[src/fixed_point_alu_unit_macros.svh]
// Assertion macros for the fixed-point ALU.
// Used by the top level only; needs clk and rst in scope.
`ifndef FIXED_POINT_ALU_UNIT_MACROS_SVH
`define FIXED_POINT_ALU_UNIT_MACROS_SVH

// Checks that cond implies prop in the same cycle.
`define FPA_ASSERT_IMPL(label, cond, prop, msg) \
  label: assert property (@(posedge clk) disable iff (rst) (cond) |-> (prop)) \
    else $error(msg);

// Checks that cond implies prop in the next cycle.
`define FPA_ASSERT_NEXT(label, cond, prop, msg) \
  label: assert property (@(posedge clk) disable iff (rst) (cond) |=> (prop)) \
    else $error(msg);

`endif

[src/fpa_pkg.sv]
// Shared types, constants and helper functions of the fixed-point ALU.
// Used by every module of the block; depends on nothing.
package fpa_pkg;

  localparam int FracBitsDef = 8;
  localparam int WordBitsDef = 32;
  localparam int FieldBits   = 32;

  // Operation codes.
  typedef enum logic [2:0] {
    FUNC_ADD = 3'd0,
    FUNC_SUB = 3'd1,
    FUNC_MUL = 3'd2,
    FUNC_DIV = 3'd3,
    FUNC_MIN = 3'd4,
    FUNC_MAX = 3'd5
  } func_t;

  // Sideband that travels with each item down the pipeline.
  typedef struct packed {
    func_t       func;
    logic [31:0] res;
    logic        ovf;
    logic        dz;
    logic        less;
    logic        equal;
    logic        greater;
    logic        qneg;
  } fpa_side_t;

  // Sign-extends the low w bits of a field to 64 bits.
  function automatic logic [63:0] sext_field(input logic [31:0] x, input int w);
    logic [63:0] y;
    for (int i = 0; i < 64; i++) begin
      y[i] = x[(i < w) ? i : w - 1];
    end
    return y;
  endfunction

  // Low 32 bits of x after wrapping it to a signed w-bit word.
  function automatic logic [31:0] fit_word(input logic [63:0] x, input int w);
    logic [31:0] y;
    for (int i = 0; i < 32; i++) begin
      y[i] = (i < w) ? x[i] : x[w - 1];
    end
    return y;
  endfunction

  // True when x does not fit a signed w-bit word.
  function automatic logic out_of_word(input logic [63:0] x, input int w);
    logic bad;
    bad = 1'b0;
    for (int i = 0; i < 64; i++) begin
      if (i >= w - 1 && x[i] != x[63]) begin
        bad = 1'b1;
      end
    end
    return bad;
  endfunction

endpackage

[src/fpa_back.sv]
// Last pipeline stage: signs the quotient, flags divide overflow, picks the
// result and holds the output register. Depends on fpa_pkg.
module fpa_back #(
  parameter int WORD_BITS = fpa_pkg::WordBitsDef,
  parameter int NUM_BITS  = 40
) (
  input  logic                  clk,
  input  logic                  rst,
  input  logic                  en,
  input  logic                  vld_in,
  input  fpa_pkg::fpa_side_t    side_in,
  input  logic [NUM_BITS-1:0]   quo,
  output logic                  vld,
  output logic [31:0]           result,
  output logic                  less,
  output logic                  equal,
  output logic                  greater,
  output logic                  div_zero,
  output logic                  overflow
);
  import fpa_pkg::*;

  logic [63:0] q64;
  logic [31:0] res_c;
  logic        ovf_c;

  // Apply the quotient sign and choose the final result.
  always_comb begin
    q64   = 64'(quo);
    if (side_in.qneg) begin
      q64 = -q64;
    end
    res_c = side_in.res;
    ovf_c = side_in.ovf;
    if (side_in.func == FUNC_DIV) begin
      if (side_in.dz) begin
        res_c = '0;
        ovf_c = 1'b0;
      end else begin
        res_c = fit_word(q64, WORD_BITS);
        ovf_c = out_of_word(q64, WORD_BITS);
      end
    end
  end

  // Output register.
  always_ff @(posedge clk) begin
    if (rst) begin
      vld <= 1'b0;
    end else if (en) begin
      vld <= vld_in;
    end
    if (en) begin
      result   <= res_c;
      less     <= side_in.less;
      equal    <= side_in.equal;
      greater  <= side_in.greater;
      div_zero <= side_in.dz;
      overflow <= ovf_c;
    end
  end

endmodule

[config.mk]
export PLATFORM = sky130hd
export DESIGN_NAME = fpa_back
export DESIGN_NICKNAME = d
export VERILOG_FILES = /design/src/fixed_point_alu_unit_macros.svh /design/src/fpa_pkg.sv /design/src/fpa_back.sv
export SDC_FILE = /design/constraint.sdc
export NUM_CORES = 1
export LEC_CHECK = 0
export BUFFER_PORTS_ARGS = -buffer_cell sky130_fd_sc_hd__buf_2
export CORE_UTILIZATION = 50
export CTS_BUF_LIST = sky130_fd_sc_hd__clkbuf_4
export CTS_CLUSTER_DIAMETER = 60
export DETAILED_ROUTE_END_ITERATION = 10
export PLACE_DENSITY = 0.95
export SLEW_MARGIN = 20
export SYNTH_ARGS = -nofsm -noshare
export SYNTH_HDL_FRONTEND = slang
export SYNTH_SLANG_ARGS = --single-unit
[constraint.sdc]
create_clock -name clk -period 4.8 [get_ports clk]
set_input_delay 0.96 -clock clk [delete_from_list [all_inputs] [get_ports clk]]
set_output_delay 0.96 -clock clk [all_outputs]
set_load 0.01 [all_outputs]
# Word-level counts from Yosys, hierarchy flattened
# Index checks and enable logic that the tools add are counted.
totals:
  register_bits: 38
  in_bits: 85
classes:
  addsub: 1
  n_eq_ne: 33
  muxes: 37
ops:
  columns: ["op", "n"]
  rows:
  - ["32-bit 2-to-1 mux", 2]
  - ["64-bit 2-to-1 mux", 1]
  - ["40-bit negation with 64-bit output", 1]
  - ["1-bit 2-to-1 mux", 34]
  - ["1-bit != test", 32]
  - ["3-bit by 2-bit == test with 1-bit output, second input constant", 1]

# Longest topological paths before layout
logic_depth:
  ltp_word: 37
  ltp_mapped: 10
  mapped_depth_nobuf: 9

# Worst setup path before layout
# No wires, ideal clock.
synth_path:
  kind: "in2reg"
  from: "input port quo[28]"
  to: "register overflow, data pin"
  setup_time_ps: 257
  arrival_time_ps: 2985
  t_required_ps: 4543
  slack_ps: 1558
  stages: 7
  n_path_buf: 0
  cell_sequence: "or4_4 -> or4b_1 -> o31a_1 -> xor2_1 -> a311oi_2 -> nand4_1 -> a32o_1"
synth_between:
  elab_chain_len: 37
  word_cells_on_any_way: 68
  classes_between: "add/sub: 1; eq/ne: 32; mux: 35"
synth_rtl:
  columns: ["item", "line_no", "source"]
  rows:
  - ["start: declaration", "fpa_back.sv:12", "input logic [NUM_BITS-1:0] quo,"]
  - ["40-bit negation with 64-bit output (*)", "fpa_back.sv:31", "q64 = -q64;"]
  - ["64-bit 2-to-1 mux (*)", "fpa_back.sv:30", "if (side_in.qneg) begin"]
  - ["1-bit != test", "fpa_pkg.sv:54", "if (i >= w - 1 && x[i] != x[63]) begin"]
  - ["1-bit 2-to-1 mux (31 in series)", "fpa_pkg.sv:54", null]
  - ["1-bit 2-to-1 mux (*)", "fpa_pkg.sv:54", null]
  - ["1-bit 2-to-1 mux (*)", "fpa_back.sv:36", "if (side_in.dz) begin"]
  - ["1-bit 2-to-1 mux (*)", "fpa_back.sv:35", "if (side_in.func == FUNC_DIV) begin"]
  - ["named net ovf_c", "fpa_back.sv:25", "logic ovf_c;"]
  - ["end signal: assignment", "fpa_back.sv:59", "overflow <= ovf_c;"]
  - ["end: declaration", "fpa_back.sv:19", "output logic overflow"]
# The timed path passes the listed nets; every way through them passes the cells marked *.
# A chain may end at the register's enable or synchronous reset.

# Worst setup path after layout
layout_path:
  from: "input port quo[20]"
  to: "register overflow, data pin"
# Same word-level chain as after synthesis.

==> results by group <==
Outcome
  – Status: finished, final reports clean

GRT
  – Largest net degree at the start of global routing: 39
  – Total gr overflow: 0
  – Vias in the first global route: 2274
  – Tot GR Track Use: 24.8%
  – Initial antenna violation count: 0
  – First-pass GRT wire length: 10200 um

Hold path
  – Hold path depth: 2
  – Hold Path Sink: vld$_SDFFE_PP0P_
  – Worst min path class: register to register
  – HP Start: vld$_SDFFE_PP0P_

CTS
  – CTS max path bufs: 2
  – CTS resizes: 0
  – Hold Buf Count CTS: 0
  – Setup Fix Bufs, Post-CTS: 0
  – Clock transition at path regs: 120 ps
  – Max H-tree Level: 2
  – Clk Latency, worst-skew pair: 330 ps
  – CTS Sinks: 38
  – CTS Root Cell: clkbuf_4
  – Inserted Clock Buffers: 5
  – CTS tree: done

Floorplanning
  – Initial Util: 52.8%
  – Die ar.: 5340 um2
  – Top-level I/O count: 123
  – Die X: 73.1 um
  – Die height: 73.1 um
  – # rows: 25
  – Core area: 4790 um2

Finish
  – Most frequent cells in the layout: buf_2 (122), nand2_1 (44), o21ai_0 (41), edfxtp_1 (37), xor2_1 (29)
  – Final nets: 471
  – Area Growth Syn to Fin: 30.0%
  – Util after Layout: 68.7%
  – Layout cells sized above 1: 36.3%
  – Design Area, Final: 3290 um2
  – Most common cell after layout, fill and taps aside: buf_2
  – Finished Layout Cells: 453
  – Diodes inserted: 0

Route
  – WL met3: 493 um
  – Post-DRT Antenna Nets: 0
  – DR pass1 iterations: 5
  – Iter 0 DRT Violations: 147
  – Top Layer Used: met4
  – DR vias/cell: 5.65
  – Final wirelength: 6600 um
  – Total number of vias: 2559
  – WL per Instance: 14.6 um
  – DRT met1 WL: 2710 um
  – Remaining DRCs: 0
  – DR WL met2: 3280 um

Worst setup path
  – Slowest-stage cell, CP: or4_1
  – CP max stage delay: 590 ps
  – Register-to-Register Path Depth: 2
  – Type of the worst setup path: input port to register
  – Cell family with most CP delay: compound AO/OA/AOI/OAI gates
  – Critical Path RT: 4900 ps
  – Worst setup SP type: input port
  – Worst-path cell chain: buf_2 > or4_1 > nand3b_4 > o41ai_1 > xnor2_1 > o2111a_1 > nand4_1 > a32o_1
  – Worst reg2reg path endpoint: vld$_SDFFE_PP0P_
  – WP data arrival: 3280 ps
  – FF-to-FF setup slack: 4180 ps
  – Peak fanout along the critical path: 14
  – R2R Path Start: vld$_SDFFE_PP0P_
  – Buffer and inverter count on the worst path: 1
  – CP Capture Type: register

STA
  – Slew margin rel.: 43.6%
  – Hold WS: 538 ps
  – Period minus WS final: 3180 ps
  – Clk_skew: 0 ps
  – Final period util: 66.2%
  – TNS Setup: 0 ps
  – # setup viols final: 0
  – Final Hold Fails: 0
  – RSZ-0062 raised after global routing: false
  – Worst Tran Pin Value: 847 ps
  – Slew Viols, Final: 0
  – FMAX: 315 MHz

Synth
  – Yosys top cell area share: 44.0%
  – Largest cells by area after synthesis: edfxtp_1 (44%), xor2_1 (10%), o21ai_0 (8.1%)
  – Cell Area, Synth: 2530 um2
  – EDFF count, synth: 37
  – Synth warn: 0
  – Register area share after synthesis: 44.8%
  – Post-Syn Nets: 353
  – Yosys top cell by area: edfxtp_1
  – Primary FF master, synth: edfxtp_1
  – Async set-or-reset flop fraction in the synthesized netlist: 0%
  – Cell variety after synth: 44
  – Synthesized area per cell: 9.47 um2
  – Post-Synthesis Cells: 267
  – Flops & latches, synth: 38

Placed design
  – PortBufs: 122
  – Placed Cells incl. Taps: 445
  – DP Area: 3180 um2
  – HPWL after DPL: 4900 um
  – GPL Wtd Cong: 1.01

Job
  – Max cap viols: 0

Pwr
  – Max VDD drop: 127 uV
  – Pwr per Cell Area: 257 nW/um2
  – Leak: 0.00142 uW
[area by class of cell]
class,instances,area (um2)
clock buffers,5,37.5
clock inverters,3,63.8
fillers,370,1500
inverters,4,15.0
multi-input cells,213,1340
flip-flops and latches,38,1130
well taps,67,83.8
repair buffers,123,618
[tightest hold or removal path, cell delays in order, from the launching register on]
cell and delay (ps):
dfxtp_1 350, mux2i_1 70, nor2_1 80
[through the flow]
| stage | power [uW] | worst slack [ps] |
|---|---|---|
| after floorplan | 494 | 1560 |
| after detailed placement | 589 | 1320 |
| after global placement | 583 | 1370 |
| final | 846 | 1620 |
| after global routing | 883 | 1460 |
| after CTS | 851 | 1680 |
[Yosys cell counts (2+ instances only)]
library cell	n
nand3_1	4
or3_1	3
nor2_1	13
nor4_1	7
nand3b_1	2
inv_1	4
xnor2_1	6
nor3_1	8
o21ai_0	41
nand4_1	4
clkbuf_1	12
mux2i_1	2
o41ai_1	6
o21ai_1	3
edfxtp_1	37
or4_1	4
o31ai_1	9
or2_2	3
xor2_1	29
nand2b_1	3
nand2_1	44
[sequential cells by signal, summed over array words and instances, names as in the netlist]
name and cells:
vld 1, overflow 1, less 1, equal 1, result 32, greater 1
div_zero 1
[how the worst max path moves through the flow]
stage,from,endpoint,slack (ps),cells after the start
4_1_cts,quo[20],overflow$_DFFE_PP_,1680,8
2_1_floorplan,quo[28],overflow$_DFFE_PP_,1560,7
3_5_place_dp,quo[20],overflow$_DFFE_PP_,1320,8
6_report,quo[20],overflow$_DFFE_PP_,1620,8
3_3_place_gp,quo[6],overflow$_DFFE_PP_,1370,8
5_1_grt,quo[0],overflow$_DFFE_PP_,1460,10
[power breakdown]
| group | internal, uW | switching (uW) | total, uW |
|---|---|---|---|
| Combinational | 76.9 | 102 | 179 |
| Clock | 161 | 102 | 263 |
| Sequential | 397 | 6.90 | 404 |
| Total | 635 | 211 | 846 |
[kinds of logic (layout without fill, tap and decap cells)]
family                     Yosys count  count (layout)  synth area share (%)
and+or+nand+nor                    105             105                  22.0
AOI/OAI and AO/OA                   70              70                  17.5
DFF                                 38              38                  44.8
xor gates and xnor gates            35              35                  12.1
buffers and inverters               16             135                  2.38
muxes                                2               2                 0.792
adders and majority gates            1               1                 0.495
[routing by layer]
layer	vias to the layer above	track usage [%]
met3	13	3.45
met1	1180	31.8
met5	-	0
met2	134	42.8
met4	0	8.28
li1	1232	-
Note: power is estimated with default switching activity, not from simulation.
