## config.mk

```make
export PLATFORM = sky130hd
export DESIGN_NAME = fpa_div_stage
export DESIGN_NICKNAME = d
export VERILOG_FILES = /design/src/fixed_point_alu_unit_macros.svh /design/src/fpa_pkg.sv /design/src/fpa_div_stage.sv
export SDC_FILE = /design/constraint.sdc
export NUM_CORES = 1
export LEC_CHECK = 0
export BUFFER_PORTS_ARGS = -buffer_cell sky130_fd_sc_hd__buf_4
export CORE_AREA = 2 2 144 146
export DETAILED_ROUTE_END_ITERATION = 16
export DIE_AREA = 0 0 146 148
export MAX_ROUTING_LAYER = met4
export PLACE_DENSITY = 0.68
export SKIP_LAST_GASP = 1
export SLEW_MARGIN = 20
export SYNTH_ARGS = -nofsm -noshare
export SYNTH_HDL_FRONTEND = slang
export SYNTH_SLANG_ARGS = --single-unit
export TNS_END_PERCENT = 30
```

## constraint.sdc

```tcl
create_clock -name clk -period 9.1 [get_ports clk]
set_input_delay 1.365 -clock clk [delete_from_list [all_inputs] [get_ports clk]]
set_output_delay 1.365 -clock clk [all_outputs]
set_load 0.02 [all_outputs]
```

## src/fixed_point_alu_unit_macros.svh

```systemverilog
// Assertion macros for the fixed-point ALU.
// Used by the top level only; needs clk and rst in scope.
`ifndef FIXED_POINT_ALU_UNIT_MACROS_SVH
`define FIXED_POINT_ALU_UNIT_MACROS_SVH

// Checks that cond implies prop in the same cycle.
`define FPA_ASSERT_IMPL(label, cond, prop, msg) \
  label: assert property (@(posedge clk) disable iff (rst) (cond) |-> (prop)) \
    else $error(msg);

// Checks that cond implies prop in the next cycle.
`define FPA_ASSERT_NEXT(label, cond, prop, msg) \
  label: assert property (@(posedge clk) disable iff (rst) (cond) |=> (prop)) \
    else $error(msg);

`endif

```

## src/fpa_pkg.sv

```systemverilog
// Shared types, constants and helper functions of the fixed-point ALU.
// Used by every module of the block; depends on nothing.
package fpa_pkg;

  localparam int FracBitsDef = 8;
  localparam int WordBitsDef = 32;
  localparam int FieldBits   = 32;

  // Operation codes.
  typedef enum logic [2:0] {
    FUNC_ADD = 3'd0,
    FUNC_SUB = 3'd1,
    FUNC_MUL = 3'd2,
    FUNC_DIV = 3'd3,
    FUNC_MIN = 3'd4,
    FUNC_MAX = 3'd5
  } func_t;

  // Sideband that travels with each item down the pipeline.
  typedef struct packed {
    func_t       func;
    logic [31:0] res;
    logic        ovf;
    logic        dz;
    logic        less;
    logic        equal;
    logic        greater;
    logic        qneg;
  } fpa_side_t;

  // Sign-extends the low w bits of a field to 64 bits.
  function automatic logic [63:0] sext_field(input logic [31:0] x, input int w);
    logic [63:0] y;
    for (int i = 0; i < 64; i++) begin
      y[i] = x[(i < w) ? i : w - 1];
    end
    return y;
  endfunction

  // Low 32 bits of x after wrapping it to a signed w-bit word.
  function automatic logic [31:0] fit_word(input logic [63:0] x, input int w);
    logic [31:0] y;
    for (int i = 0; i < 32; i++) begin
      y[i] = (i < w) ? x[i] : x[w - 1];
    end
    return y;
  endfunction

  // True when x does not fit a signed w-bit word.
  function automatic logic out_of_word(input logic [63:0] x, input int w);
    logic bad;
    bad = 1'b0;
    for (int i = 0; i < 64; i++) begin
      if (i >= w - 1 && x[i] != x[63]) begin
        bad = 1'b1;
      end
    end
    return bad;
  endfunction

endpackage

```

## src/fpa_div_stage.sv

```systemverilog
// One stage of the restoring divider: produces one quotient bit of the
// magnitude division. Depends on fpa_pkg.
module fpa_div_stage #(
  parameter int OPER_BITS = 32,
  parameter int NUM_BITS  = 40
) (
  input  logic                  clk,
  input  logic                  rst,
  input  logic                  en,
  input  logic                  vld_in,
  input  fpa_pkg::fpa_side_t    side_in,
  input  logic [OPER_BITS-1:0]  rem_in,
  input  logic [NUM_BITS-1:0]   num_in,
  input  logic [NUM_BITS-1:0]   quo_in,
  input  logic [OPER_BITS-1:0]  den_in,
  output logic                  vld,
  output fpa_pkg::fpa_side_t    side,
  output logic [OPER_BITS-1:0]  rem,
  output logic [NUM_BITS-1:0]   num,
  output logic [NUM_BITS-1:0]   quo,
  output logic [OPER_BITS-1:0]  den
);
  import fpa_pkg::*;

  logic [OPER_BITS:0]   trial, diff;
  logic                 ge;

  // Bring down the next dividend bit and try to subtract the divisor.
  always_comb begin
    trial = {rem_in, num_in[NUM_BITS-1]};
    ge    = trial >= {1'b0, den_in};
    diff  = trial - {1'b0, den_in};
  end

  // Stage register.
  always_ff @(posedge clk) begin
    if (rst) begin
      vld <= 1'b0;
    end else if (en) begin
      vld <= vld_in;
    end
    if (en) begin
      side <= side_in;
      rem  <= ge ? diff[OPER_BITS-1:0] : trial[OPER_BITS-1:0];
      num  <= num_in << 1;
      quo  <= {quo_in[NUM_BITS-2:0], ge};
      den  <= den_in;
    end
  end

endmodule

```

======== Yosys cells after proc, flatten, opt, wreduce, memory -nomap -nowiden ========
Cells that the tools add are included.
storage, ports and cells
  bits in registers ....................... 185
  latch bits .............................. 0
  bits in writable memories ............... 0
  memory bits (read-only) ................. 0
  bits of input ports ..................... 189
  output and inout port bits .............. 186
  word-level logic and storage cells ...... 16
  memories kept ........................... 0
cells by class
  $add $sub $neg .......................... 1
  $mul .................................... 0
  divide/modulo/power cells ............... 0
  order comparisons ....................... 1
  equal/unequal tests ..................... 0
  shifts and indexed selects .............. 0
  mux-type cells .......................... 1
  bitwise logic cells ..................... 0
  reduce and logical (&&, ||, !) cells .... 0
operators with widths
  cell                                              number
  33-bit by 32-bit >= comparator with 1-bit output  1
  32-bit 2-to-1 mux                                 1
  32-bit subtractor                                 1

======== Longest topological paths before layout ========
  word-level depth ........................ 2
  mapped depth ............................ 13

======== Worst setup path after synthesis ========
Ideal clock, no wire load.
  path type ............................... input -> register
  start point ............................. input den_in[7]
  end point ............................... register rem[13] (data pin)
  library setup time ...................... 0.262 ns
  arrival ................................. 3.874 ns
  data required time ...................... 8.838 ns
  path slack .............................. 4.964 ns
  stages .................................. 12
  buffers on the path ..................... 2
  cell sequence ........................... inv_1 > ha_1 > buf_2 > nand4_1 > or4_1 > a21oi_1 > nor3_1 > a211oi_2 > o21ai_2 > o31ai_4 > buf_4 > mux2_1
between the ends
  cells in the longest elaborated chain, start to end .. 2
RTL lines
  item                                                                                   RTL line                                  RTL
  start, declared                                                                        fpa_div_stage.sv:15                       input logic [OPER_BITS-1:0] den_in,
  32-bit subtractor or 33-bit by 32-bit >= comparator with 1-bit output (tied branches)  fpa_div_stage.sv:32, fpa_div_stage.sv:31
  32-bit 2-to-1 mux (*)                                                                  fpa_div_stage.sv:44                       rem <= ge ? diff[OPER_BITS-1:0] : trial[OPER_BITS-1:0];
  end signal, assigned                                                                   fpa_div_stage.sv:44
  end, declared                                                                          fpa_div_stage.sv:18                       output logic [OPER_BITS-1:0] rem,
Mark *: on every way between the ends. The rest lies on a longest branch, timed or not.
A chain may end at the register's enable or synchronous reset.

======== Worst setup path in the final report ========
  start point ............................. input den_in[7]
  end point ............................... register rem[10] (data pin)
The elaborated chain is that of the path after synthesis.

==> results.yml <==
yosys:
  synth_area_leaders: "edfxtp_1 (71%), ha_1 (5.1%), a21oi_1 (3.6%)"
  ys_warn_count: 0
  synth_area_per_cell_um2: 14.6
  synth_top_flop_cell: "edfxtp_1"
  netlist.top_cell.by_area: "edfxtp_1"
  syn-num-nets: 756
  ys_seq_elements: 185
  synth_cell_types: 50
  ys_seq_area_share_pct: 71.3
  synth_edf_count: 184
  netlist_area_um2: 7780
  async_flop_share_pct: 0
  netlist_instances: 534
  synth_top_area_share_pct: 71.0
clock_network:
  post-cts-setup-buffer-count: 0
  cts_made_buffers: 17
  clk_pin_slew_ns: 0.07
  clockBufferDepth: 2
  cts_max_level: 4
  clk_latency_ns: 0.42
  cts.sinks: 185
  cts-hold-fix-buffers: 0
  cts-root-buf: "clkbuf_16"
  post_cts_resized: 0
  tritoncts: "yes"
floorplan:
  rows: 52
  die_area_um2: 21600
  die_h_um: 148
  die_w_um: 146
  core_area_um2: 20000
  start_util_pct: 38.8
  io_pins: 375
route:
  routed_wl_um: 21800
  drtPass1Iterations: 4
  drt-vias-per-instance: 4.79
  route.detailed.drc: 0
  drtIter0Drc: 344
  ant_nets: 0
  avgRoutedWirePerCell_um: 18.3
  dr_total_vias: 5703
setup_path:
  worst-path-buf-inv: 3
  worstPathCellList: "buf_4 > inv_1 > ha_1 > nand4_1 > or4_1 > a21oi_1 > nor3_1 > a211oi_2 > o21ai_2 > o31ai_4 > buf_4 > mux2_2"
  max_stage_delay_ns: 0.82
  cp_top_family: "compound AO/OA/AOI/OAI gates"
  start_kind: "primary input"
  regToRegStartpoint: "vld"
  rr_worst_depth: 2
  cp.arrival_ns: 4.98
  regToRegSetupSlack_ns: 8.50
  critPathCaptureType: "register"
  critPathMostFrequentCell: "buf_4"
  crit_fanout: 30
  critical_path_class: "primary input to register"
  required_ns: 9.28
  reg2reg_to: "vld"
  critPathSlowestCell: "o31ai_4"
power:
  seqPwrFrac_pct: 46.7
  ir_worst_vdd_mv: 0.121
  switchingPower_mw: 0.640
  fin_total_pwr_mw: 2.25
  clkPwrFrac_pct: 32.1
  combPwrFrac_pct: 21.2
  cellPowerDensity_nw_per_um2: 197
  power.internal_mw: 1.61
  netSwitchingFraction_pct: 28.4
  cellLeakagePower_nw: 4.94
timing:
  tns_ns: 0
  fmax_mhz: 208
  skew_ns: 0
  rsz0062_at_grt: "no"
  slew_viol_final: 0
  worstMarginPinSlew_ns: 1.07
  final.period_utilization_pct: 52.8
  final-setup-viol-count: 0
  period_needed_ns: 4.80
  slew_headroom_pct: 28.3
  hold_viol: 0
hold_path:
  hold_end: "vld"
  hold_depth: 2
  holdCritStartpoint: "vld"
  hp-class: "register to register"
global_route:
  grt_antenna_before_repair: 1
  grt_start_max_net_pins: 100
  grt_usage_pct: 20.1
  grt-ovfl-total: 0
  first_global_vias: 5460
  grt_pass1_wl_um: 31700
flow_run:
  drv_cap: 0
layout:
  mostFrequentLayoutCells: "buf_4 (373), edfxtp_1 (184), a21oi_1 (56), inv_1 (38), nor2_1 (36)"
  drive_gt1_share_pct: 45.1
  utilization_pct: 57.0
  layout_commonest_cell: "buf_4"
  synthToLayoutAreaGrowth_pct: 46.7
  final_nets: 1130
placed_design:
  portBuffers: 372
  place_congestion: 0.829
  dp_hpwl_um: 17000
status:
  outcome: "complete, no violations"
[worst reg2reg max path, delay by kind of cell, from the launching register on]
kind             cells  cell delay, ns
and+or+nand+nor      1            0.06
muxes                1            0.12
DFF                  1            0.32
[routing by layer]
layer / part of all wire [%] / vias to the layer above / global-route usage (%)
met5: 0 / - / -
met1: 39 / 2710 / 23.6
met2: 52 / 219 / 33.8
met3: 7.3 / 21 / 6.02
li1: - / 2753 / -
met4: 1.4 / 0 / 5.87
[metrics by stage]
stage | hold WS [ns] | instance area [µm²] | cells | setup slack (ns)
after global routing | 0.562 | 11400 | 1191 | 4.02
final | 0.524 | 11400 | 1191 | 4.30
after CTS | 0.528 | 11400 | 1190 | 4.24
after detailed placement | 0.511 | 10800 | 1159 | 3.78
after global placement | 0.480 | 10800 | 1159 | 3.82
after floorplan | 0.579 | 7780 | 534 | 4.96
[cell usage after synthesis, drive strengths merged (3+ instances only)]
cell    instances
buf            12
nand2b          3
inv            38
nand3           8
ha             32
xor2           12
nor2           36
clkbuf          7
o211ai          4
xnor2          15
a31oi           5
nand2          26
mux2           10
o21bai          3
nor2b           3
nor4            4
o21ai          18
a21o           12
a21oi          56
o21a            6
edfxtp        184
nand4           8
a211oi          4
[state kept, by name (all words and copies together) (netlist names)]
| name | cells |
|---|---|
| side | 41 |
| quo | 40 |
| num | 39 |
| den | 32 |
| rem | 32 |
| vld | 1 |
[worst max path at each step]
stage	from	cells past startpoint	end	slack [ns]
after floorplan	den_in[7]	12	rem[13]	4.96
after global placement	den_in[15]	12	rem[6]	3.82
after detailed placement	den_in[7]	12	rem[10]	3.78
after CTS	den_in[7]	12	rem[10]	4.24
after global routing	den_in[7]	12	rem[10]	4.02
final	den_in[7]	12	rem[10]	4.30
[kinds of logic (layout without fill, tap and decap cells)]
kind of cell | count (synthesis) | in the layout | share of synthesized area, %
XOR/XNOR | 27 | 27 | 3.04
multiplexers | 12 | 12 | 1.70
flip-flops | 185 | 185 | 71.3
adder cells (fa/ha/maj) | 33 | 33 | 5.40
AO/OA/AOI/OAI | 119 | 119 | 9.41
AND/OR/NAND/NOR | 100 | 100 | 6.03
buffers and inverters | 57 | 443 | 3.09
other | 1 | 2 | 0.0482
[cell type report]
type	count	area, µm²
diodes	1	2.50
clock buffers	17	425
clock inverters	14	151
fillers	1699	8630
inverters	38	143
multi-input cells	292	1990
flip-flops and latches	185	5550
well taps	270	338
repair buffers	374	2810
[power by group through the flow]
stage | Clock (mW) | Sequential, mW | Combinational, mW
after CTS | 0.745 | 1.05 | 0.481
after detailed placement | 0 | 1.07 | 0.479
after floorplan | 0 | 1.17 | 0.138
after global routing | 0.776 | 1.06 | 0.509
final | 0.723 | 1.05 | 0.477
after global placement | 0 | 1.07 | 0.476
No activity file was read; power rests on OpenSTA's default activity.
