## src/fixed_point_alu_unit_macros.svh

```systemverilog
// Assertion macros for the fixed-point ALU.
// Used by the top level only; needs clk and rst in scope.
`ifndef FIXED_POINT_ALU_UNIT_MACROS_SVH
`define FIXED_POINT_ALU_UNIT_MACROS_SVH

// Checks that cond implies prop in the same cycle.
`define FPA_ASSERT_IMPL(label, cond, prop, msg) \
  label: assert property (@(posedge clk) disable iff (rst) (cond) |-> (prop)) \
    else $error(msg);

// Checks that cond implies prop in the next cycle.
`define FPA_ASSERT_NEXT(label, cond, prop, msg) \
  label: assert property (@(posedge clk) disable iff (rst) (cond) |=> (prop)) \
    else $error(msg);

`endif

```

## src/fpa_pkg.sv

```systemverilog
// Shared types, constants and helper functions of the fixed-point ALU.
// Used by every module of the block; depends on nothing.
package fpa_pkg;

  localparam int FracBitsDef = 8;
  localparam int WordBitsDef = 32;
  localparam int FieldBits   = 32;

  // Operation codes.
  typedef enum logic [2:0] {
    FUNC_ADD = 3'd0,
    FUNC_SUB = 3'd1,
    FUNC_MUL = 3'd2,
    FUNC_DIV = 3'd3,
    FUNC_MIN = 3'd4,
    FUNC_MAX = 3'd5
  } func_t;

  // Sideband that travels with each item down the pipeline.
  typedef struct packed {
    func_t       func;
    logic [31:0] res;
    logic        ovf;
    logic        dz;
    logic        less;
    logic        equal;
    logic        greater;
    logic        qneg;
  } fpa_side_t;

  // Sign-extends the low w bits of a field to 64 bits.
  function automatic logic [63:0] sext_field(input logic [31:0] x, input int w);
    logic [63:0] y;
    for (int i = 0; i < 64; i++) begin
      y[i] = x[(i < w) ? i : w - 1];
    end
    return y;
  endfunction

  // Low 32 bits of x after wrapping it to a signed w-bit word.
  function automatic logic [31:0] fit_word(input logic [63:0] x, input int w);
    logic [31:0] y;
    for (int i = 0; i < 32; i++) begin
      y[i] = (i < w) ? x[i] : x[w - 1];
    end
    return y;
  endfunction

  // True when x does not fit a signed w-bit word.
  function automatic logic out_of_word(input logic [63:0] x, input int w);
    logic bad;
    bad = 1'b0;
    for (int i = 0; i < 64; i++) begin
      if (i >= w - 1 && x[i] != x[63]) begin
        bad = 1'b1;
      end
    end
    return bad;
  endfunction

endpackage

```

## src/fpa_front.sv

```systemverilog
// First pipeline stage: operand decode, compares, add, subtract, min, max,
// the raw multiply and divider setup. Depends on fpa_pkg.
module fpa_front #(
  parameter int FRAC_BITS = fpa_pkg::FracBitsDef,
  parameter int WORD_BITS = fpa_pkg::WordBitsDef,
  parameter int OPER_BITS = 32,
  parameter int NUM_BITS  = 40
) (
  input  logic                  clk,
  input  logic                  rst,
  input  logic                  en,
  input  logic                  valid,
  input  logic [2:0]            func,
  input  logic [31:0]           a,
  input  logic [31:0]           b,
  output logic                  vld,
  output fpa_pkg::fpa_side_t    side,
  output logic [63:0]           prod,
  output logic [NUM_BITS-1:0]   num,
  output logic [OPER_BITS-1:0]  den
);
  import fpa_pkg::*;

  logic [63:0]          as64, bs64, sum, diff, abs_a, abs_b;
  logic signed [63:0]   prod_c;
  logic [NUM_BITS-1:0]  num_c;
  fpa_side_t            side_c;
  logic                 lt, eq;

  // Decode the item and compute everything this stage produces.
  always_comb begin
    as64   = sext_field(a, OPER_BITS);
    bs64   = sext_field(b, OPER_BITS);
    lt     = $signed(as64) < $signed(bs64);
    eq     = as64 == bs64;
    sum    = as64 + bs64;
    diff   = as64 - bs64;
    abs_a  = as64[63] ? -as64 : as64;
    abs_b  = bs64[63] ? -bs64 : bs64;
    prod_c = $signed(as64[31:0]) * $signed(bs64[31:0]);
    num_c  = NUM_BITS'(abs_a[OPER_BITS-1:0]);
    num_c  = num_c << FRAC_BITS;

    side_c.func    = func_t'(func);
    side_c.res     = '0;
    side_c.ovf     = 1'b0;
    side_c.dz      = 1'b0;
    side_c.less    = lt;
    side_c.equal   = eq;
    side_c.greater = !lt && !eq;
    side_c.qneg    = as64[63] ^ bs64[63];
    case (func_t'(func))
      FUNC_ADD: side_c.res = fit_word(sum, WORD_BITS);
      FUNC_SUB: side_c.res = fit_word(diff, WORD_BITS);
      FUNC_DIV: side_c.dz  = (bs64 == 64'd0);
      FUNC_MIN: side_c.res = (lt || eq) ? as64[31:0] : bs64[31:0];
      FUNC_MAX: side_c.res = (!lt) ? as64[31:0] : bs64[31:0];
      default:  side_c.res = '0;
    endcase
  end

  // Stage register.
  always_ff @(posedge clk) begin
    if (rst) begin
      vld <= 1'b0;
    end else if (en) begin
      vld <= valid;
    end
    if (en) begin
      side <= side_c;
      prod <= prod_c;
      num  <= num_c;
      den  <= abs_b[OPER_BITS-1:0];
    end
  end

endmodule

```

## config.mk

```make
export PLATFORM = sky130hd
export DESIGN_NAME = fpa_front
export DESIGN_NICKNAME = d
export VERILOG_FILES = /design/src/fixed_point_alu_unit_macros.svh /design/src/fpa_pkg.sv /design/src/fpa_front.sv
export SDC_FILE = /design/constraint.sdc
export NUM_CORES = 2
export LEC_CHECK = 0
export BUFFER_PORTS_ARGS = -buffer_cell sky130_fd_sc_hd__buf_2
export CORE_MARGIN = 3
export CORE_UTILIZATION = 55
export DETAILED_ROUTE_END_ITERATION = 8
export PLACE_DENSITY = 0.8
export SYNTH_ARGS = -nofsm -noshare
export SYNTH_HDL_FRONTEND = slang
export SYNTH_SLANG_ARGS = --single-unit
```

## constraint.sdc

```tcl
create_clock -name clk -period 22.4 [get_ports clk]
set_clock_uncertainty 0.1 [all_clocks]
set_input_delay 1.12 -clock clk [delete_from_list [all_inputs] [get_ports clk]]
set_output_delay 1.12 -clock clk [all_outputs]
set_load 0.01 [all_outputs]
```

# Word level (Yosys, flattened, before mapping)
# Cells that the tools add are included.
[op_classes]
add_sub_neg = 4
mul = 1
n_div = 0
order_cmp = 1
n_eq_ne = 5
shift = 0
n_mux = 5
bitwise = 1
reduce_logical = 6
[ops]
columns = ["operator", "n"]
rows = [
  ["32-bit case mux with 4 select lines", 1],
  ["64-bit == test", 1],
  ["64-bit logical NOT", 1],
  ["32-bit by 32-bit multiplier with 64-bit output", 1],
  ["32-bit 2-to-1 mux", 2],
  ["32-bit negation", 2],
  ["31-bit 2-to-1 mux", 2],
  ["32-bit adder", 1],
  ["32-bit < comparator", 1],
  ["32-bit subtractor", 1],
  ["3-bit == test, second input constant", 2],
  ["3-bit by 1-bit == test with 1-bit output, second input constant", 1],
  ["3-bit by 2-bit == test with 1-bit output, second input constant", 1],
  ["3-bit logical NOT", 1],
  ["1-bit logical NOT", 2],
  ["1-bit logical AND", 1],
  ["1-bit logical OR", 1],
  ["1-bit bitwise XOR", 1],
]
[word_totals]
register_bits = 169
latchBits = 0
ramBits = 0
romBits = 0
output_inout_bits = 178
n_memories = 0

# Longest topological paths before layout
[depth]
word_depth = 4
ltp_mapped = 29

# Worst setup path after synthesis
# OpenSTA, ideal clock, no wires.
[synth_path]
kind = "input-to-reg"
from = "in a[31]"
to = "reg prod[59] (data pin)"
setup_ps = 174
t_arrival_ps = 8351
path_slack_ps = 13774
cell_stages = 27
n_path_buf = 2
cell_sequence = "clkbuf_1 clkbuf_1 nand2_1 inv_1 fa_1 fa_1 inv_1 fa_1 inv_1 fa_1 inv_1 fa_1 inv_1 fa_1 inv_1 fa_1 inv_1 fa_1 ha_1 a21oi_1 nor2b_1 o21ai_0 nand2b_1 a22oi_1 a21boi_0 or2_2 a311oi_1"
[synth_between]
elab_chain_len = 1
[synth_rtl]
columns = ["item", "line", "source"]
rows = [
  ["from (decl)", "fpa_front.sv:14", "input logic [31:0] a,"],
  ["32-bit by 32-bit multiplier with 64-bit output", "fpa_front.sv:40", "prod_c = $signed(as64[31:0]) * $signed(bs64[31:0]);"],
  ["named net prod_c[59]", "fpa_front.sv:25", "logic signed [63:0] prod_c;"],
  ["to (signal assigned)", "fpa_front.sv:71", "prod <= prod_c;"],
  ["to (decl)", "fpa_front.sv:18", "output logic [63:0] prod,"],
]
# The timed path passes the listed nets, and every way through them passes these cells.
# A chain may end at the register's enable or synchronous reset.

# Final worst setup path
[layout_path]
from = "in a[31]"
to = "reg prod[63] (data pin)"
# The elaborated chain is that of the path after synthesis.

==> summary.md <==
| Metric | Value |
|---|---|
| Top cell type's share of synthesized area | between 40% and 50% |
| Peak Freq | between 0.09 and 0.1 GHz |
| Die width | between 200 and 300 µm |
| Drt wl/cell | approximately 23 µm |
| Starting density of the core | 55.9% |
| Status | finished clean |
| Clock root cell | clkbuf_16 |
| Most frequent cells in the layout | inv_1 (1084), fa_1 (1084), nand2_1 (550) |
| Die extent in y | between 200 and 300 µm |
| PortBufs | 239 |
| Largest net degree at the start of global routing | 64 |
| CP max FO | 49 |
| Initial antenna violation count | 10 |
| WP data arrival | between 10 and 15 ns |
| Gr usage total | between 30% and 40% |
| First DRT Iteration DRCs | about 3.3k |
| Final worst-path cycle share | 47.9% |
| Kind of critical path | input pin to flop |
| Worst Path Required | 22.59 ns |
| Drt pass-1 iters | 6 |
| Post-synth cell types | 74 |
| Final count of pins violating max slew | 0 |
| Post-synth EDFFs | 168 |
| Post-synthesis cell area | roughly 47000 µm² |
| Routed WL | around 140 mm |
| Final setup vio count | 0 |
| Min Clock Period, post-route | roughly 11 ns |
| Die Area | just under 90000 µm² |
| Setup TNS | 0 ns |
| RSZ-0062 raised after global routing | false |
| Setup bufs post-CTS | 0 |
| Post-DP HPWL | about 110 mm |
| Worst-skew pair later-pin latency | roughly 0.52 ns |
| Clock sink count | between 150 and 200 |
| DRC violations left | 0 |
| Synthesized flop and latch total | 169 |
| Top_reg_cell synth | edfxtp_1 |
| Global-route wire length before repair | about 230 mm |
| Avg Vias per Cell | a little under 6 |
| Total CTS buffers | 17 |
| Io pins | 249 |
| Final hold violation count | 0 |
| GRT Residual Overflow | 0 |
| Layout cells sized above 1 | 7.26% |
| Post-CTS Resized | 0 |
| Synth-to-Final Area Change | 5.50% |
| CORE AREA | between 80000 and 90000 µm² |
| Max clock buf depth | 2 |
| Mapped Cells | 4986 |
| Critical path startpoint category | input pin |
| CTS tree | yes |
| Sequential area share after synthesis | 10.8% |
| Setup crit end kind | flop |
| Synth area leaders | fa_1 (46%), edfxtp_1 (11%), inv_1 (8.6%), ha_1 (6.6%), and2_1 (6.1%) |
| Antenna Nets Post-Route | 0 |
| Nets | about 6.4k |
| Hold Path Class | flop to flop |
| Synth warnings | 0 |
| Asr flop ratio synth | 0% |
| H-tree level count | 4 |
| GP Congestion | just under 1 |
| Vias in the first global route | 39.6k |
| # hold bufs at CTS | 0 |
| Rel. slew slack | 20.8% |
| Clock-pin slew on the worst setup and hold paths | around 0.080 ns |
| Worst-Margin Slew | 1.18 ns |
| Row count | 106 |
| # Max-Cap Violations | 0 |
| Area leader, netlist | fa_1 |
| Synthesized area per cell | around 9.4 µm² |
| Via count | roughly 36k |
==> critical path, stage by stage <==
cell and delay, ns:
buf_2 0.08, buf_4 0.52, clkinv_1 0.77, nor2_1 0.47, fa_1 0.53, fa_1 0.49
fa_1 0.94, fa_1 0.56, fa_1 0.51, fa_1 0.56, fa_1 0.44, fa_1 0.49
ha_1 0.49, nand3_1 0.15, nor3_1 0.75, nand2_1 0.11, a21oi_1 0.92, o211ai_1 0.31
a21boi_0 0.37, a31oi_1 0.16, xnor2_1 0.14
==> flip-flops by register name (all words and copies together), names as in the netlist <==
register and flops:
den 32, num 32, prod 64, side 40, vld 1
==> layout make-up <==
type | instances | area [µm²]
clock buffers | 19 | 433
multi-input cells | 3441 | 36800
repair buffers | 301 | 1670
flip-flops and latches | 169 | 5060
diodes | 8 | 20.0
fillers | 7005 | 34600
inverters | 1088 | 4080
clock inverters | 13 | 155
well taps | 1134 | 1420
==> Yosys cell counts, drive strengths merged, types with 25 or more instances <==
master     n
mux2i     29
clkbuf   275
xnor2    124
inv     1085
nand2    550
a21o      52
nor3      33
a21oi    118
o21ai    118
nand3     33
ha       250
and2     456
edfxtp   168
fa      1084
o31ai     25
nor2     196
==> stage by stage <==
stage          std cells  setup slack [ns]  hold slack, ns  util [%]  instance area [µm²]
6_report            6173             11.67           0.426      59.0                49700
5_1_grt             6167             11.43           0.457      58.9                49600
3_3_place_gp        6133             11.41           0.376      58.2                49000
4_1_cts             6165             11.82           0.430      58.9                49600
2_1_floorplan       4994             13.77           0.428         -                47100
3_5_place_dp        6133             11.28           0.405      58.2                49000
==> cell families after synthesis <==
group,Yosys count,synth area share (%)
AOI/OAI and AO/OA,522,7.36
xor gates and xnor gates,144,2.68
adders and majority gates,1334,52.7
buffers and inverters,1384,11.1
DFF,169,10.8
muxes,34,0.736
other,1,0.00797
and+or+nand+nor,1398,14.6
==> layer usage <==
layer	vias to the layer above	global-route usage, %	share of wire (%)
li1	15100	-	-
met1	18300	41.0	35
met2	2318	52.8	46
met3	574	10.8	12
met4	6	18.3	6.5
met5	-	0	0.021
==> worst paths after layout <==
check             start  endpoint  slack, ns  cells past startpoint
setup / recovery  a[31]  prod[63]      11.67                     21
hold reg to reg     vld       vld       0.43                      2
setup reg to reg    vld       vld      21.70                      2
hold / removal      vld       vld       0.43                      2
Power is left out: the tool's default activity adds up to more than one toggle a clock period on the data nets, which glitch-free logic cannot reach.
