===== config.mk =====
export PLATFORM = sky130hd
export DESIGN_NAME = fpa_mul_stage
export DESIGN_NICKNAME = d
export VERILOG_FILES = /design/src/fixed_point_alu_unit_macros.svh /design/src/fpa_pkg.sv /design/src/fpa_mul_stage.sv
export SDC_FILE = /design/constraint.sdc
export NUM_CORES = 1
export LEC_CHECK = 0
export BUFFER_PORTS_ARGS = -buffer_cell sky130_fd_sc_hd__buf_4
export CORE_MARGIN = 1
export CORE_UTILIZATION = 40
export DETAILED_ROUTE_END_ITERATION = 8
export GPL_TIMING_DRIVEN = 0
export PLACE_DENSITY = 0.87
export SKIP_CTS_REPAIR_TIMING = 1
export SYNTH_ARGS = -nofsm -noshare
export SYNTH_HDL_FRONTEND = slang
export SYNTH_SLANG_ARGS = --single-unit

===== constraint.sdc =====
create_clock -name clk -period 3 [get_ports clk]
set_input_delay 0.6 -clock clk [delete_from_list [all_inputs] [get_ports clk]]
set_output_delay 0.6 -clock clk [all_outputs]
set_load 0.1 [all_outputs]

===== src/fixed_point_alu_unit_macros.svh =====
// Assertion macros for the fixed-point ALU.
// Used by the top level only; needs clk and rst in scope.
`ifndef FIXED_POINT_ALU_UNIT_MACROS_SVH
`define FIXED_POINT_ALU_UNIT_MACROS_SVH

// Checks that cond implies prop in the same cycle.
`define FPA_ASSERT_IMPL(label, cond, prop, msg) \
  label: assert property (@(posedge clk) disable iff (rst) (cond) |-> (prop)) \
    else $error(msg);

// Checks that cond implies prop in the next cycle.
`define FPA_ASSERT_NEXT(label, cond, prop, msg) \
  label: assert property (@(posedge clk) disable iff (rst) (cond) |=> (prop)) \
    else $error(msg);

`endif


===== src/fpa_pkg.sv =====
// Shared types, constants and helper functions of the fixed-point ALU.
// Used by every module of the block; depends on nothing.
package fpa_pkg;

  localparam int FracBitsDef = 8;
  localparam int WordBitsDef = 32;
  localparam int FieldBits   = 32;

  // Operation codes.
  typedef enum logic [2:0] {
    FUNC_ADD = 3'd0,
    FUNC_SUB = 3'd1,
    FUNC_MUL = 3'd2,
    FUNC_DIV = 3'd3,
    FUNC_MIN = 3'd4,
    FUNC_MAX = 3'd5
  } func_t;

  // Sideband that travels with each item down the pipeline.
  typedef struct packed {
    func_t       func;
    logic [31:0] res;
    logic        ovf;
    logic        dz;
    logic        less;
    logic        equal;
    logic        greater;
    logic        qneg;
  } fpa_side_t;

  // Sign-extends the low w bits of a field to 64 bits.
  function automatic logic [63:0] sext_field(input logic [31:0] x, input int w);
    logic [63:0] y;
    for (int i = 0; i < 64; i++) begin
      y[i] = x[(i < w) ? i : w - 1];
    end
    return y;
  endfunction

  // Low 32 bits of x after wrapping it to a signed w-bit word.
  function automatic logic [31:0] fit_word(input logic [63:0] x, input int w);
    logic [31:0] y;
    for (int i = 0; i < 32; i++) begin
      y[i] = (i < w) ? x[i] : x[w - 1];
    end
    return y;
  endfunction

  // True when x does not fit a signed w-bit word.
  function automatic logic out_of_word(input logic [63:0] x, input int w);
    logic bad;
    bad = 1'b0;
    for (int i = 0; i < 64; i++) begin
      if (i >= w - 1 && x[i] != x[63]) begin
        bad = 1'b1;
      end
    end
    return bad;
  endfunction

endpackage


===== src/fpa_mul_stage.sv =====
// Second pipeline stage: scales the product, truncating toward zero, and
// flags multiply overflow. Depends on fpa_pkg.
module fpa_mul_stage #(
  parameter int FRAC_BITS = fpa_pkg::FracBitsDef,
  parameter int WORD_BITS = fpa_pkg::WordBitsDef,
  parameter int OPER_BITS = 32,
  parameter int NUM_BITS  = 40
) (
  input  logic                  clk,
  input  logic                  rst,
  input  logic                  en,
  input  logic                  vld_in,
  input  fpa_pkg::fpa_side_t    side_in,
  input  logic [63:0]           prod,
  input  logic [NUM_BITS-1:0]   num_in,
  input  logic [OPER_BITS-1:0]  den_in,
  output logic                  vld,
  output fpa_pkg::fpa_side_t    side,
  output logic [NUM_BITS-1:0]   num,
  output logic [OPER_BITS-1:0]  den
);
  import fpa_pkg::*;

  localparam logic [63:0] RoundAdd = (64'd1 << FRAC_BITS) - 64'd1;

  logic [63:0] adj, q;
  fpa_side_t   side_c;

  // A negative product gets a bias so the shift rounds toward zero.
  always_comb begin
    adj    = prod[63] ? prod + RoundAdd : prod;
    q      = 64'($signed(adj) >>> FRAC_BITS);
    side_c = side_in;
    if (side_in.func == FUNC_MUL) begin
      side_c.res = fit_word(q, WORD_BITS);
      side_c.ovf = out_of_word(q, WORD_BITS);
    end
  end

  // Stage register.
  always_ff @(posedge clk) begin
    if (rst) begin
      vld <= 1'b0;
    end else if (en) begin
      vld <= vld_in;
    end
    if (en) begin
      side <= side_c;
      num  <= num_in;
      den  <= den_in;
    end
  end

endmodule


After elaboration in Yosys (flattened, before gate mapping)
Cells that the tools add are included.

Register bits after elaboration: 114. Input port bits: 181. Output and inout port bits: 114.

Eq/ne operators: 25. Multiplexer cells: 26. $add $sub $neg: 1.

Operators by type and width (count): 64-bit by 8-bit adder with 64-bit output, second input constant (1); 64-bit 2-to-1 mux (1); 33-bit 2-to-1 mux (1); 1-bit 2-to-1 mux (24); 1-bit != test (24); 3-bit by 2-bit equality test with 1-bit output, second input constant (1).

Logic depth before layout (Yosys ltp)
Gate-level depths: netlist (run 1).

Depth after elaboration: 28. Mapped depth: 10. Gate-level depth less buffers: 8.

Worst setup path before layout (run 1)
OpenSTA, ideal clock, no wires.

Path kind: input to register. From: input prod[13]. To: register side[5] (netlist bit) (data pin). Required time: 2.730 ns. Cell stages on the path: 9. Path slack: -0.130 ns. Setup time: 0.270 ns. Arrival time: 2.860 ns. Buffers on the path: 1. Cell sequence: nand4_2 or4_1 or4_1 buf_2 xnor2_2 nand3_1 or4_1 a221oi_1 a31oi_1.

RTL lines: start, declared (RTL line fpa_mul_stage.sv:14) `input logic [63:0] prod,`; end signal, assigned (RTL line fpa_mul_stage.sv:48) `side <= side_c;`; end, declared (RTL line fpa_mul_stage.sv:18) `output fpa_pkg::fpa_side_t side,`.

==> results of run 1 <==
worst reg2reg max path, delay by kind of cell, from the launching register on:
family | cells | cell delay [ns]
flip-flops | 1 | 0.35
AND/OR/NAND/NOR | 1 | 0.15
multiplexers | 1 | 0.08
worst paths after layout:
path,to,from,slack (ns)
max,side[5]$_DFFE_PP_,prod[12],0.02
min,vld$_SDFFE_PP0P_,rst,0.35
max reg2reg,vld$_SDFFE_PP0P_,vld$_SDFFE_PP0P_,2.36
min reg2reg,vld$_SDFFE_PP0P_,vld$_SDFFE_PP0P_,0.56
power by group through the flow:
stage | clock (mW) | combinational, mW | sequential, mW
finish | 2.20 | 1.55 | 1.95
global route | 2.29 | 1.59 | 1.96
CTS | 2.23 | 1.53 | 1.95
detailed placement | 0 | 1.53 | 1.98
global placement | 0 | 1.51 | 1.97
floorplan | 0 | 0.108 | 2.91
state kept, by name, indices dropped and copies added, names as in the netlist:
signal and flops:
den 32, vld 1, side 41, num 40
routing by layer:
layer	up-vias	share of wire	track usage
met1	2343	0.34	0.251
met2	263	0.54	0.473
met5	-	0	0
li1	2243	-	-
met3	56	0.075	0.0784
met4	0	0.041	0.136
per-stage QoR:
| stage | setup TNS [ns] | std cells |
|---|---|---|
| 3_5_place_dp | -0.679 | 884 |
| 5_1_grt | -0.0370 | 921 |
| 4_1_cts | -0.245 | 916 |
| 3_3_place_gp | -0.622 | 884 |
| 6_report | 0 | 921 |
| 2_1_floorplan | -0.0930 | 419 |
final cells by class:
cell class	instances	area (um^2)
clock inverter	15	220
sequential	114	3410
buffer	9	42.5
timing repair buffer	297	2250
tap	172	215
fill	876	4190
multi-input combinational	285	1870
antenna	1	2.50
inverter	11	41.3
clock buffer	17	425
cell usage after synthesis (2+ instances only):
library cell / instances / share of area
sky130_fd_sc_hd__inv_1: 11 / 0.0079
sky130_fd_sc_hd__nor4_1: 9 / 0.011
sky130_fd_sc_hd__xnor2_1: 24 / 0.040
sky130_fd_sc_hd__edfxtp_1: 113 / 0.65
sky130_fd_sc_hd__nor2_1: 51 / 0.037
sky130_fd_sc_hd__nor3_1: 15 / 0.014
sky130_fd_sc_hd__xor2_1: 19 / 0.032
sky130_fd_sc_hd__nand2_1: 25 / 0.018
sky130_fd_sc_hd__and4_1: 5 / 0.0084
sky130_fd_sc_hd__mux2i_1: 3 / 0.0057
sky130_fd_sc_hd__o21a_1: 2 / 0.0029
sky130_fd_sc_hd__o31a_1: 2 / 0.0033
sky130_fd_sc_hd__nand3_1: 22 / 0.021
sky130_fd_sc_hd__o31ai_1: 2 / 0.0029
sky130_fd_sc_hd__or3_1: 2 / 0.0024
sky130_fd_sc_hd__buf_2: 2 / 0.0019
sky130_fd_sc_hd__and2_1: 3 / 0.0036
sky130_fd_sc_hd__and3_1: 7 / 0.0084
sky130_fd_sc_hd__or4_1: 8 / 0.011
sky130_fd_sc_hd__a21oi_1: 34 / 0.032
sky130_fd_sc_hd__a211o_1: 4 / 0.0067
sky130_fd_sc_hd__clkbuf_1: 7 / 0.0050
sky130_fd_sc_hd__nor3b_1: 2 / 0.0029
sky130_fd_sc_hd__nand4_2: 2 / 0.0048
sky130_fd_sc_hd__nand4_1: 21 / 0.025
sky130_fd_sc_hd__a221oi_1: 2 / 0.0033
sky130_fd_sc_hd__nor4_2: 3 / 0.0072
kinds of logic (layout without fill, tap and decap cells):
kind of cell / count (synthesis) / count (layout) / synth area share
AOI/OAI and AO/OA: 55 / 55 / 0.0657
xor gates and xnor gates: 44 / 44 / 0.0750
buffers and inverters: 20 / 349 / 0.0148
DFF: 114 / 114 / 0.652
muxes: 3 / 3 / 0.00573
other: 0 / 1 / 0
and+or+nand+nor: 183 / 183 / 0.187
==> out/metrics.csv, run 1 <==
metric,value,unit
wire per inst,19.6,um
total standard cell area after synthesis,5240,um^2
final worst slack,0.0172,ns
total number of placement rows,41,
"most common cell after layout, fill and taps aside",sky130_fd_sc_hd__buf_4,
total of warnings raised by yosys,0,
number of detailed-route iterations in the first pass,6,
PnR Total Power,5.70,mW
critical path data arrival time,3.12,ns
Chip Height,116,um
Final Setup Violations,0,
post-route DRC violation count,0,
vias post-DR,4905,
Critical Setup Path Class,in -> reg,
run status,"finished, final reports clean",
number of distinct standard cells referenced by the synthesized netlist,46,
number of clock buffers inserted by TritonCTS,17,
proportion of power drawn by flip-flops and latches,0.342,
antenna violations before repair,1,
final estimated routing congestion in global placement,0.881,
Starting Density,0.413,
MaxCap Viol Count,0,
Detailed Route Iter0 Violations,387,
worst slew pin tran,1.41,ns
cell area after layout,8480,um^2
count of boundary I/O pins,295,
CTS root buf,sky130_fd_sc_hd__clkbuf_16,
maximum level of the CTS H-tree,4,
number of enable-type register cells in the synthesized netlist,113,
"Async S/R FF share, synth",0,
"Core Util, Final",0.669,
clock group share of total power,0.387,
IR Drop Worst-Case VDD,0.353,mV
classification of the worst-slack hold path,in -> reg,
clock period minus worst slack,2.98,ns
internal power of the cells,3.69,mW
number of nets with antenna violations after detailed routing,0,
leakage component of the power,3.46,nW
Hold Slack,0.350,ns
Placement Cell Area,7660,um^2
sequential element share of the synthesized area,0.652,
synthesis-stage register bit count,114,
Worst Path Max Fanout,5,
number of cells produced by synthesis,419,
critical path buffer and inverter count,2,
clock network latency to the later pin of the worst-skew pair,0.41,ns
highest attainable clock frequency,335,MHz
number of nets produced by synthesis,600,
master of the slowest instance on the critical path,sky130_fd_sc_hd__or4_4,
via density per instance,5.33,
die span in x,116,um
Synth Flop Type,sky130_fd_sc_hd__edfxtp_1,
total length of routed wires,18.0,mm
pin count of the biggest net entering global routing,115,
"logic depth of the worst path, buffers included",10,
post-route clock period utilization,0.994,
switch share,0.352,
share of power burned in combinational logic,0.271,
Bufs on Longest Clock Path,2,
Post-Place Worst Slack,-0.679,ns
number of port buffers,293,
cell-by-cell trace of the critical path,buf_4 > nand4_4 > or4_4 > or4_4 > buf_6 > xnor2_2 > nand3_1 > or4_1 > a221oi_2 > a31oi_1,
total number of clock tree sinks,114,
cell count of the worst hold path,2,
power spent charging and discharging nets,2.00,mW
placed wire-length estimate,13.5,mm
vias in the first global route,4692,
relative max-transition margin,0.0631,
"Req. time, crit path",3.14,ns
power density relative to cell area,672,nW/um^2
area added between synthesis and finish,61.9,%
Floorplan Core Area,12700,um^2
Reg2Reg Depth,2,
global-route usage over all layers,0.254,
"top library cells by usage in the layout, fill and taps aside","sky130_fd_sc_hd__buf_4, sky130_fd_sc_hd__edfxtp_1, sky130_fd_sc_hd__nor2_1",
category of cells accounting for the largest share of critical-path delay,simple AND/OR/NAND/NOR gates,
type of origin of the critical path,input port,
number of hold-slack violations in the final timing report,0,
TritonCTS clock tree,yes,
count of final max-slew check failures,0,
CTS clock-pin slew for the worst setup and hold paths,0.06,ns
post-synthesis area per instance,12.5,um^2
remaining global-route overflow,0,
Nets,916,
fraction of final layout cells with drive strength greater than 1,0.477,
Total Die Area,13600,um^2
Clock Skew,0,ns
cell repeated most along the worst path,sky130_fd_sc_hd__or4_4,
unrepaired setup endpoints after global routing,true,
largest stage delay on the critical path,0.53,ns
crit end category,flop,
global-route wire length before repair,25.0,mm
Power figures use the tool's default switching activity.
==> run 2, diff against run 1 <==
- REMOVE_ABC_BUFFERS: not set -> 1
==> out/metrics.csv, run 2 (synthesis results as in run 1) <==
metric,value,unit
"top library cells by usage in the layout, fill and taps aside","sky130_fd_sc_hd__buf_4, sky130_fd_sc_hd__edfxtp_1, sky130_fd_sc_hd__nor2_1",
GRT Max-Usage Layer,met2,
reg-to-reg critical path endpoint,vld$_SDFFE_PP0P_,
critical path data arrival time,3.10,ns
CTS clock-pin slew for the worst setup and hold paths,0.06,ns
unrepaired setup endpoints after global routing,true,
total length of routed wires,18.0,mm
wire per inst,19.7,um
remaining global-route overflow,0,
maximum level of the CTS H-tree,4,
number of nets with antenna violations after detailed routing,0,
Largest register FFs,41,
total number of placement rows,41,
Largest regs,"side x41, num x40, den x32",
number of clock buffers inserted by TritonCTS,17,
Total Die Area,13600,um^2
hold path startpoint,rst,
met1 GRT Util,0.273,
Hold EP,vld$_SDFFE_PP0P_,
highest attainable clock frequency,337,MHz
reg-to-reg setup timing slack,2.38,ns
worst slew pin tran,0.995,ns
fraction of final layout cells with drive strength greater than 1,0.476,
Detailed Route Iter0 Violations,378,
CTS root buf,sky130_fd_sc_hd__clkbuf_16,
total number of clock tree sinks,114,
vias post-DR,4779,
"Cell Count, Final, Fillers Out",913,
post-route clock period utilization,0.988,
count of final max-slew check failures,0,
clock period minus worst slack,2.97,ns
global-route wire length before repair,25.2,mm
power spent charging and discharging nets,2.01,mW
proportion of power drawn by flip-flops and latches,0.341,
number of detailed-route iterations in the first pass,5,
via density per instance,5.23,
internal power of the cells,3.69,mW
leakage component of the power,3.45,nW
crit end category,flop,
antenna violations before repair,0,
area added between synthesis and finish,61.1,%
antenna diode instance count,0,
cell count of the worst hold path,2,
power density relative to cell area,676,nW/um^2
Critical Setup Path Class,in -> reg,
vias in the first global route,4635,
Bufs on Longest Clock Path,2,
Chip Height,116,um
clock group share of total power,0.387,
worst reg2reg startpoint,vld$_SDFFE_PP0P_,
"Req. time, crit path",3.14,ns
Starting Density,0.413,
Clock Skew,0,ns
Worst Path Max Fanout,6,
global-route usage over all layers,0.256,
number of hold-slack violations in the final timing report,0,
"most common cell after layout, fill and taps aside",sky130_fd_sc_hd__buf_4,
Post-Place Worst Slack,-0.634,ns
largest stage delay on the critical path,0.62,ns
critical path buffer and inverter count,1,
category of cells accounting for the largest share of critical-path delay,simple AND/OR/NAND/NOR gates,
GR met2 Demand/Resource,0.467,
Nets,909,
post-route DRC violation count,0,
final worst slack,0.0349,ns
final estimated routing congestion in global placement,0.902,
Filler Cells Inserted,892,
cell-by-cell trace of the critical path,buf_4 > nand4_1 > or4_4 > or4_4 > xnor2_2 > nand3_1 > or4_1 > a221oi_2 > a31oi_1,
die span in x,116,um
classification of the worst-slack hold path,in -> reg,
Final Setup Violations,0,
Hold Slack,0.352,ns
placed wire-length estimate,13.4,mm
cell repeated most along the worst path,sky130_fd_sc_hd__or4_4,
type of origin of the critical path,input port,
run status,"finished, final reports clean",
PnR Total Power,5.70,mW
Biggest register,side,
clock network latency to the later pin of the worst-skew pair,0.40,ns
total placed cells including tap cells,879,
GR met3 Demand/Resource,0.0737,
pin count of the biggest net entering global routing,115,
Floorplan Core Area,12700,um^2
relative max-transition margin,0.334,
master of the slowest instance on the critical path,sky130_fd_sc_hd__or4_4,
count of boundary I/O pins,295,
Reg2Reg Depth,2,
share of power burned in combinational logic,0.272,
switch share,0.352,
number of port buffers,294,
IR Drop Worst-Case VDD,0.383,mV
TritonCTS clock tree,yes,
MaxCap Viol Count,0,
run 2: how the worst max path moves through the flow:
stage           startpoint                 to  slack [ns]  cells after the start
4_1_cts           prod[13]  side[5]$_DFFE_PP_       -0.21                      9
5_1_grt           prod[29]  side[5]$_DFFE_PP_        -0.1                      9
3_5_place_dp      prod[13]  side[5]$_DFFE_PP_       -0.63                      9
6_report          prod[29]  side[5]$_DFFE_PP_        0.03                      9
2_1_floorplan  side_in[38]  side[5]$_DFFE_PP_       -2.13                      4
3_3_place_gp   side_in[40]  side[5]$_DFFE_PP_       -3.62                      5
run 2: layout make-up:
class / count / area [um^2] / share of cell area
tap: 172 / 215 / 0.0255
sequential: 114 / 3410 / 0.405
multi-input combinational: 285 / 1840 / 0.218
inverter: 11 / 41.3 / 0.00490
timing repair buffer: 299 / 2280 / 0.271
clock buffer: 17 / 425 / 0.0504
clock inverter: 15 / 220 / 0.0261
run 2: stage by stage:
step | util | area [um^2] | setup TNS (ns)
floorplan | - | 5200 | -55.48
finish | 0.666 | 8430 | 0
global route | 0.666 | 8430 | -0.0967
global placement | 0.602 | 7620 | -103.32
detailed placement | 0.605 | 7660 | -0.634
CTS | 0.656 | 8310 | -0.209
run 2: power by group through the flow:
stage	clock network (mW)	logic (mW)	registers [mW]
finish	2.20	1.55	1.94
global route	2.30	1.59	1.96
CTS	2.23	1.54	1.95
detailed placement	0	1.53	1.98
global placement	0	1.51	1.97
floorplan	0	0.107	2.91
run 2: layer usage:
metal | share of wire | vias up
met4 | 0.029 | 0
met5 | 0 | -
met2 | 0.55 | 258
li1 | - | 2226
met3 | 0.074 | 41
met1 | 0.35 | 2254
==> run 3, diff against run 2 <==
- CORE_AREA: not set -> 2 2 115 117
- CORE_MARGIN: 1 -> not set
- CORE_UTILIZATION: 40 -> not set
- DIE_AREA: not set -> 0 0 117 119
- clock period: 3 -> 3.3 ns (I/O delays scaled with it)
==> out/metrics.csv, run 3 (synthesis results as in run 1) <==
metric,value,unit
number of detailed-route iterations in the first pass,5,
type of origin of the critical path,input port,
"Req. time, crit path",3.45,ns
summed negative setup slack over all endpoints,0,ns
leakage component of the power,3.39,nW
die span in x,117,um
Biggest register,side,
Bufs on Longest Clock Path,2,
total number of placement rows,42,
multi-input combinational cell area,1790,um^2
highest attainable clock frequency,313,MHz
Largest regs,"side x41, num x40, den x32",
remaining global-route overflow,0,
PnR Total Power,4.97,mW
master of the slowest instance on the critical path,sky130_fd_sc_hd__or4_1,
CTS root buf,sky130_fd_sc_hd__clkbuf_16,
total length of routed wires,17.9,mm
Nets,909,
number of port buffers,294,
via density per instance,5.21,
cell-by-cell trace of the critical path,buf_4 > nand4_2 > or4_1 > or2_1 > nor3_2 > xnor2_1 > or4_1 > a221oi_2 > a31oi_1,
Filler Cells Inserted,945,
MaxCap Viol Count,0,
Detailed Route Iter0 Violations,468,
relative max-transition margin,0.436,
classification of the worst-slack hold path,in -> reg,
global-route wire length before repair,26.0,mm
vias in the first global route,4686,
number of clock buffers inserted by TritonCTS,17,
pin count of the biggest net entering global routing,115,
Final Setup Violations,0,
critical path data arrival time,3.34,ns
run status,"finished, final reports clean",
Clock Skew,0,ns
Placement Cell Area,7680,um^2
IR Drop Worst-Case VDD,0.281,mV
"top library cells by usage in the layout, fill and taps aside","sky130_fd_sc_hd__buf_4, sky130_fd_sc_hd__edfxtp_1, sky130_fd_sc_hd__nor2_1",
antenna diode instance count,0,
"most common cell after layout, fill and taps aside",sky130_fd_sc_hd__buf_4,
"Core Util, Final",0.647,
Critical Setup Path Class,in -> reg,
Post-Place Worst Slack,-0.482,ns
number of hold-slack violations in the final timing report,0,
worst slew pin tran,0.838,ns
clock network latency to the later pin of the worst-skew pair,0.41,ns
Worst Path Max Fanout,5,
count of final max-slew check failures,0,
total number of clock tree sinks,114,
total placed cells including tap cells,884,
final estimated routing congestion in global placement,0.906,
"Cell Count, Final, Fillers Out",917,
Largest register FFs,41,
TritonCTS clock tree,yes,
clock period minus worst slack,3.19,ns
Chip Height,119,um
largest stage delay on the critical path,0.68,ns
fraction of final layout cells with drive strength greater than 1,0.466,
number of nets with antenna violations after detailed routing,0,
crit end category,flop,
Hold Slack,0.407,ns
Starting Density,0.407,
combined flip-flop and latch cell area,3410,um^2
wire per inst,19.5,um
cell area after layout,8330,um^2
final worst slack,0.108,ns
vias post-DR,4777,
count of boundary I/O pins,295,
post-route clock period utilization,0.967,
power density relative to cell area,597,nW/um^2
CTS clock-pin slew for the worst setup and hold paths,0.05,ns
cell repeated most along the worst path,sky130_fd_sc_hd__or4_1,
global-route usage over all layers,0.252,
Total Die Area,13900,um^2
antenna violations before repair,0,
critical path buffer and inverter count,1,
category of cells accounting for the largest share of critical-path delay,simple AND/OR/NAND/NOR gates,
area added between synthesis and finish,59.1,%
Floorplan Core Area,12900,um^2
placed wire-length estimate,13.8,mm
maximum level of the CTS H-tree,4,
post-route DRC violation count,0,
[run 3: area by class of cell]
| type | count | area share |
|---|---|---|
| sequential | 114 | 0.410 |
| tap | 176 | 0.0264 |
| inverter | 11 | 0.00496 |
| multi-input combinational | 285 | 0.215 |
| clock buffer | 17 | 0.0511 |
| timing repair buffer | 299 | 0.274 |
| clock inverter | 15 | 0.0191 |
[run 3: layer usage]
layer / share of wire / global-route usage
met2: 0.54 / 0.451
met3: 0.076 / 0.0779
met4: 0.018 / 0.0846
met5: 0 / 0
met1: 0.36 / 0.282
[run 3: report_power, final]
part	leakage (nW)	internal [mW]	switching [mW]
logic	2.00	0.336	1.07
clock network	0.277	1.12	0.684
registers	1.11	1.73	0.0372
[run 3: final timing paths]
path,depth (start not counted),startpoint,to,slack (ns)
setup / recovery,9,prod[13],side[5]$_DFFE_PP_,0.11
hold / removal,2,rst,vld$_SDFFE_PP0P_,0.41
setup reg to reg,2,vld$_SDFFE_PP0P_,vld$_SDFFE_PP0P_,2.70
hold reg to reg,2,vld$_SDFFE_PP0P_,vld$_SDFFE_PP0P_,0.52
